**src/hw/rtl/caum_pkg.sv**
```systemverilog
package caum_pkg;

  localparam int unsigned AccW  = 40;
  localparam int unsigned ByteW = 48;
  localparam int unsigned WinW  = 27;
  localparam int unsigned DivW  = 60;
  localparam int unsigned QW    = 60;
  localparam int unsigned RawW  = 58;

  typedef enum logic [2:0] {
    FN_STATE  = 3'd0,
    FN_CCA    = 3'd1,
    FN_TX     = 3'd2,
    FN_RX     = 3'd3,
    FN_REPORT = 3'd4,
    FN_START  = 3'd5,
    FN_STOP   = 3'd6
  } func_t;

  localparam logic [2:0] ST_IDLE = 3'd0;
  localparam logic [2:0] ST_TX   = 3'd2;
  localparam logic [2:0] ST_RX   = 3'd3;

  // division jobs issued by the sequencer
  typedef enum logic [2:0] {
    JOB_TX  = 3'd0,
    JOB_RX  = 3'd1,
    JOB_WC  = 3'd2,
    JOB_NC  = 3'd3,
    JOB_THR = 3'd4,
    JOB_SW  = 3'd5,
    JOB_SN  = 3'd6
  } job_t;

  typedef enum logic [2:0] {
    S_IDLE,
    S_EVENT,
    S_DIV_START,
    S_DIV_WAIT,
    S_MIX,
    S_OUT
  } state_t;

  typedef struct packed {
    logic   ev_apply;   // apply accepted event to accumulators
    logic   div_start;
    job_t   job;
    logic   div_store;  // latch quotient of job
    logic   mix;        // compute scaling decision
    logic   finish;     // load output register, clear window
  } cmd_t;

  typedef struct packed {
    logic div_done;
    logic need_scale;   // report needs the two proportional divisions
    logic running;
  } sts_t;

endpackage

```
**src/hw/rtl/caum_ctrl.sv**
```systemverilog
module caum_ctrl (
  input  logic             clk,
  input  logic             rst,
  input  logic             s_tvalid,
  output logic             s_tready,
  input  logic [2:0]       func,
  input  logic             out_free,
  input  caum_pkg::sts_t   sts,
  output caum_pkg::cmd_t   cmd,
  output logic             busy
);
  import caum_pkg::*;

  state_t state, state_next;
  job_t   job, job_next;

  always_ff @(posedge clk) begin
    if (rst) begin
      state <= S_IDLE;
      job   <= JOB_TX;
    end else begin
      state <= state_next;
      job   <= job_next;
    end
  end

  always_comb begin
    state_next = state;
    job_next   = job;
    cmd        = '0;
    cmd.job    = job;
    s_tready   = 1'b0;
    busy       = 1'b1;
    case (state)
      S_IDLE: begin
        busy     = 1'b0;
        s_tready = 1'b1;
        if (s_tvalid) begin
          if (func == FN_REPORT && sts.running) begin
            state_next = S_DIV_START;
            job_next   = JOB_TX;
          end else begin
            state_next = S_EVENT;
          end
        end
      end
      S_EVENT: begin
        cmd.ev_apply = 1'b1;
        state_next   = S_IDLE;
      end
      S_DIV_START: begin
        cmd.div_start = 1'b1;
        state_next    = S_DIV_WAIT;
      end
      S_DIV_WAIT: begin
        if (sts.div_done) begin
          cmd.div_store = 1'b1;
          case (job)
            JOB_THR: state_next = S_MIX;
            JOB_SN:  state_next = S_OUT;
            default: begin
              job_next   = job_t'(job + 3'd1);
              state_next = S_DIV_START;
            end
          endcase
        end
      end
      S_MIX: begin
        cmd.mix = 1'b1;
        if (sts.need_scale) begin
          job_next   = JOB_SW;
          state_next = S_DIV_START;
        end else begin
          state_next = S_OUT;
        end
      end
      S_OUT: begin
        if (out_free) begin
          cmd.finish = 1'b1;
          state_next = S_IDLE;
        end
      end
      default: state_next = S_IDLE;
    endcase
  end

endmodule

```
**config.mk**
```make
export PLATFORM = sky130hd
export DESIGN_NAME = caum_ctrl
export DESIGN_NICKNAME = d
export VERILOG_FILES = /design/src/hw/rtl/caum_pkg.sv /design/src/hw/rtl/caum_ctrl.sv
export SDC_FILE = /design/constraint.sdc
export NUM_CORES = 1
export LEC_CHECK = 0
export BUFFER_PORTS_ARGS = -buffer_cell sky130_fd_sc_hd__clkbuf_2
export CAP_MARGIN = 20
export CORE_MARGIN = 2
export CORE_UTILIZATION = 35
export DETAILED_ROUTE_END_ITERATION = 12
export SLEW_MARGIN = 40
export SYNTH_ARGS = -nofsm -noshare
export SYNTH_HDL_FRONTEND = slang
export SYNTH_SLANG_ARGS = --single-unit
```
**constraint.sdc**
```tcl
create_clock -name clk -period 1.9 [get_ports clk]
set_input_delay 0.285 -clock clk [delete_from_list [all_inputs] [get_ports clk]]
set_output_delay 0.285 -clock clk [all_outputs]
set_load 0.01 [all_outputs]
```
## Word level (Yosys, flattened, before mapping)

Cells that the tools add are included.

- Bits in registers: 6
- Bits in latches: 0
- Bits in writable memories: 0
- Bits in read-only memories: 0
- Input bits: 10
- Word-level logic and storage cells: 45
- Memories: 0

- Add/subtract/negate cells: 1
- Multipliers: 0
- Divide/modulo/power cells: 0
- Magnitude comparators: 0
- Equality and inequality tests: 14
- Shift-type cells: 0
- Mux-type cells: 22
- Bitwise gates (word level): 0
- Reduce and logical (&&, ||, !) cells: 6

Operators by type and width:

| operator | count |
|---|---|
| 2-to-1 mux 3 bit | 9 |
| == test 3 bit (second input constant) | 5 |
| case mux 3 bit (5 select lines) | 1 |
| != test 2 bit (second input constant) | 6 |
| 2-to-1 mux 1 bit | 9 |
| case mux 3 bit (3 select lines) | 1 |
| == test 3 x 2 -> 1 bit (second input constant) | 2 |
| case mux 3 bit (2 select lines) | 1 |
| AND reduction 6 bit | 1 |
| adder 3 x 1 -> 3 bit (second input constant) | 1 |
| == test 3 x 1 -> 1 bit (second input constant) | 1 |
| zero test 3 bit | 1 |
| AND reduction 3 bit | 1 |
| nonzero test 3 bit | 1 |
| 2-to-1 mux 2 bit | 1 |
| OR reduction 2 bit | 1 |
| logical AND 1 bit | 1 |

## Depth between registers and ports, before layout

- Depth in word-level cells: 5
- Gate-level depth with buffers: 6
- Depth with buffers taken out: 6

## Least setup slack after synthesis

No wires, ideal clock.

- Kind: reg2reg
- Start: register job[0]
- End: register job[2]
- Data arrival time: 1468 ps
- Required time: 1771 ps
- Setup slack: 303 ps
- Stages on the path, launching flop included: 7
- Path buffers: 0
- Clock period less this slack: 1597 ps
- Cells stage by stage: dfxtp_1 -> inv_1 -> ha_1 -> o21a_1 -> a2bb2oi_1 -> o41ai_1 -> a21oi_1

- Word-level cells in the longest chain between the ends: 4
- Elaborated cells between the ends (all ways): 9
- Classes of those cells: add/sub (1); eq/ne (3); mux (3); reduce/logical (2)

Ends and longest elaborated chain:

| element | line | text |
|---|---|---|
| from (decl) | caum_ctrl.sv:15 | `job_t job, job_next;` |
| from (signal assigned) | caum_ctrl.sv:23 | `job <= job_next;` |
| adder 3 x 1 -> 3 bit or == test 3 bit (tied branches) | caum_ctrl.sv:62, caum_ctrl.sv:58 |  |
| 2-to-1 mux 3 bit or OR reduction 2 bit (tied branches) | -- |  |
| 2-to-1 mux 3 bit or != test 2 bit (tied branches) | -- |  |
| case mux 3 bit (3 select lines) or AND reduction 6 bit (tied branches) | -- |  |

Parallel ways exist; a longest one is shown, timed or not. The select of a mux whose other input is x is not followed.
A chain may end at the register's enable or synchronous reset.

==> impl_summary.txt <==
----------------------------------------------------
[Clock network]
  Clock Tree Buf Depth ... 2
  Setup Buffers After CTS ... 0
  Clock transition at the registers of the reported paths ... 50 ps
  Source-to-sink clock delay at the later pin of the worst-skew pair ... 250 ps
  Master cell of the clock root buffer ... clkbuf_4
  CTS tree ... built
  Total clock sinks ... 6
  CTS Buf Count ... 3
  # H-tree levels ... 1

[Logic synthesis]
  Yosys top cell area share ... 0.198
  Number of nets in the synthesized netlist ... 87
  Post-Synthesis Cells ... 74
  Post-Synthesis Cell Area ... 606 µm²
  Post-synthesis area per instance ... 8.18 µm²
  Count of synthesis-stage warnings from yosys ... 0
  Sequential cell area fraction in the yosys report ... 0.198
  Commonest cells in the netlist ... 10 x inv_1, 6 x dfxtp_1, 4 x nor3_1
  EDFF count, synth ... 0
  Dominant cells by area after synthesis ... dfxtp_1 20%, ha_1 6.2%, inv_1 6.2%, nand3b_4 3.3%, nor3_1 3.3%
  Yosys top cell by area ... dfxtp_1
  Number of distinct library cells after synthesis ... 42
  Register bit count reported by yosys ... 6
  Prevailing post-synth register cell ... dfxtp_1
  Most repeated cell in the gate-level netlist after synthesis ... inv_1
  Fraction of registers with async set/reset ... 0

[GRT]
  Number of global-route vias before repair ... 589
  GRT Max-Usage Layer ... met2
  GR Layer Usage met3 ... 0.0238
  Combined global-route utilization of all metal layers ... 0.182
  Initial antenna violation count ... 0
  Grt met1 use ... 0.238
  GRT Residual Overflow ... 0
  First-pass GRT wire length ... 2670 µm
  Pin count of the biggest net entering global routing ... 18
  Met2 Resource Use GR ... 0.282

[Pwr]
  Portion of total power attributed to the clock network ... 0.360
  Power per Cell Area ... 476 mW/mm²
  Net switching power ... 105 µW
  Leakage power summed over all cells ... 0.000339 µW
  Internal power ... 236 µW
  Maximum vdd ir drop ... 0.000342 V
  Fraction of power consumed by sequential logic ... 0.414
  Net switching share of the total power ... 0.308
  Power share of the combinational group ... 0.226

[STA]
  Final cycle utilization of the critical path ... 0.937
  Pins Over Slew Limit ... 0
  Hold WS ... 318 ps
  Setup repair after global routing missed its margin ... false
  Final hold violation count ... 0
  Minimum clock period after layout ... 1780 ps
  Tightest slew margin relative to the limit ... 0.747
  Measured slew at the worst slew-check pin ... 380 ps
  Sum of negative setup slack ... 0 ps
  Setup Skew ... 7.00 ps
  Final-report setup violation count ... 0
  Highest attainable clock frequency ... 562 MHz

[Drt]
  Number of detailed-routing iterations run before antenna repair ... 4
  Routed WL per cell ... 15.1 µm
  Count of vias placed by the detailed router ... 640
  Violation count after the first detailed-route iteration ... 21
  DRC violation count after routing ... 0
  Antenna violation net count after detailed routing ... 0
  Via count normalized by instance count ... 5.93
  Final routed wirelength across all metal layers ... 1630 µm

[Cells and area]
  Final-layout fill cell count ... 173
  Count of antenna diodes in the layout ... 0
  Core occupancy in the finished layout ... 0.428
  Area growth from synthesis to layout ... 18.2%
  Summed area of non-filler cells in the final layout ... 716 µm²
  Post-layout instance count excluding filler cells ... 108
  # nets final ... 106
  Sequential standard cell area ... 121 µm²
  Multi-input gate area ... 410 µm²
  Ratio of cells with drive above 1 in the final layout ... 0.352

[Critical path]
  Number of cells on the critical path ... 3
  Kind of capture point of the worst setup path ... output port
  Startpoint kind of the worst setup timing path ... register
  Cell depth of the worst flop-to-flop path ... 6
  Buffers plus inverters on the worst setup path ... 2
  Slowest cell on crit path ... dfxtp_1
  R2R setup slack ... 250 ps
  Cells traversed along the worst timing path ... or3b_4 -> inv_1 -> clkbuf_2
  First element of the critical path ... state[2]$_SDFFE_PP0P_
  Category of the critical setup timing path ... register to output port
  Required @ worst endpoint ... 1620 ps
  Largest delay contributor family on the critical path ... flip-flops
  Reg2Reg Capture Point ... job[2]$_SDFFE_PP0P_
  Critical path peak fanout ... 11
  Worst path max stage delay ... 520 ps
  Arrival time of data at the critical path endpoint ... 1500 ps
  Endpoint of the worst setup timing path ... cmd[1]
  Startpoint of the lowest-slack register-to-register path ... job[0]$_SDFFE_PP0P_

[Place]
  Detailed placer's ending HPWL ... 1270 µm
  Cell area reported after detailed placement ... 692 µm²
  Count of buffers inserted at the top-level ports ... 19
  Placed Cells incl. Taps ... 105
  Weighted congestion reported at the end of routability-driven placement ... 0.798

[Floorplan]
  Height of the die ... 45.6 µm
  Core Region ... 0.00167 mm²
  Die area ... 0.00208 mm²
  Initial Utilization ... 0.363
  Number of primary I/O pins ... 20
  Number of rows in the core area ... 15
  Chip Width ... 45.6 µm

[Worst hold path]
  Type of the most critical hold path ... primary input to register

[Status]
  Run status ... complete, no violations

[Job]
  Number of maximum-capacitance constraint violations ... 0

----------------------------------------------------
[metrics by stage]
step | power (µW) | setup WS (ps)
detailed placement | 220 | 250
global route | 365 | 49.8
global placement | 218 | 247
CTS | 346 | 109
floorplan | 193 | 303
finish | 340 | 120
[power by group through the flow]
stage / logic [µW] / clock network (µW) / registers, µW
global placement: 75.2 / 0 / 142
floorplan: 58.1 / 0 / 135
detailed placement: 77.0 / 0 / 143
CTS: 77.1 / 129 / 140
finish: 76.8 / 123 / 141
global route: 84.1 / 139 / 142
[logic make-up after synthesis]
group                      synth area share
adders and majority gates            0.0620
DFF                                   0.198
buffers and inverters                 0.124
and+or+nand+nor                       0.260
AOI/OAI and AO/OA                     0.355
[state kept, by name, indices dropped and copies added (netlist names)]
register / cells
state: 3
job: 3
[metal layers]
layer | up-vias | part of all wire | wire [µm]
met1 | 297 | 0.46 | 754
met3 | 4 | 0.052 | 84
li1 | 316 | - | -
met2 | 23 | 0.47 | 764
met5 | - | 0 | 0
met4 | 0 | 0.015 | 25
[worst reg2reg max path: stages, from the launching register on]
cell	delay [ps]
dfxtp_1	360
inv_1	100
ha_1	240
o21a_1	210
a2bb2oi_1	160
o41ai_1	350
a21oi_1	110
[repair_timing]
item                                   4_1_cts  5_1_grt
gates resized for setup                      0        1
hold buffers                                 0        0
endpoints found under the hold margin        0        0
setup endpoints to repair                    0        1
[placed cells by master, fill, tap and decap left out, drive strengths merged, types with 2 or more instances in the layout]
| cell type | n |
|---|---|
| nor2 | 3 |
| a2bb2oi | 2 |
| o22ai | 3 |
| o41ai | 2 |
| ha | 3 |
| dfxtp | 6 |
| inv | 10 |
| o22a | 2 |
| o21a | 2 |
| nor3 | 5 |
| a21oi | 2 |
| nand2 | 3 |
| clkbuf | 22 |
| o21ai | 2 |
[cell type report]
cell class,instances,share of cell area
Clock buffer,3,0.0315
Inverter,10,0.0524
Multi-Input combinational cell,52,0.573
Sequential cell,6,0.170
Tap cell,17,0.0297
Timing Repair Buffer,20,0.143
[worst min-delay path by stage]
stage                                 end  cells after the start  slack [ps]                start
floorplan           state[1]$_SDFFE_PP0P_                      2         470               sts[2]
global placement      job[2]$_SDFFE_PP0P_                      2         540  job[2]$_SDFFE_PP0P_
detailed placement    job[2]$_SDFFE_PP0P_                      2         550  job[2]$_SDFFE_PP0P_
CTS                 state[2]$_SDFFE_PP0P_                      2         320                  rst
global route        state[2]$_SDFFE_PP0P_                      2         330                  rst
finish              state[2]$_SDFFE_PP0P_                      2         320                  rst
Note: power is estimated with default switching activity, not from simulation.
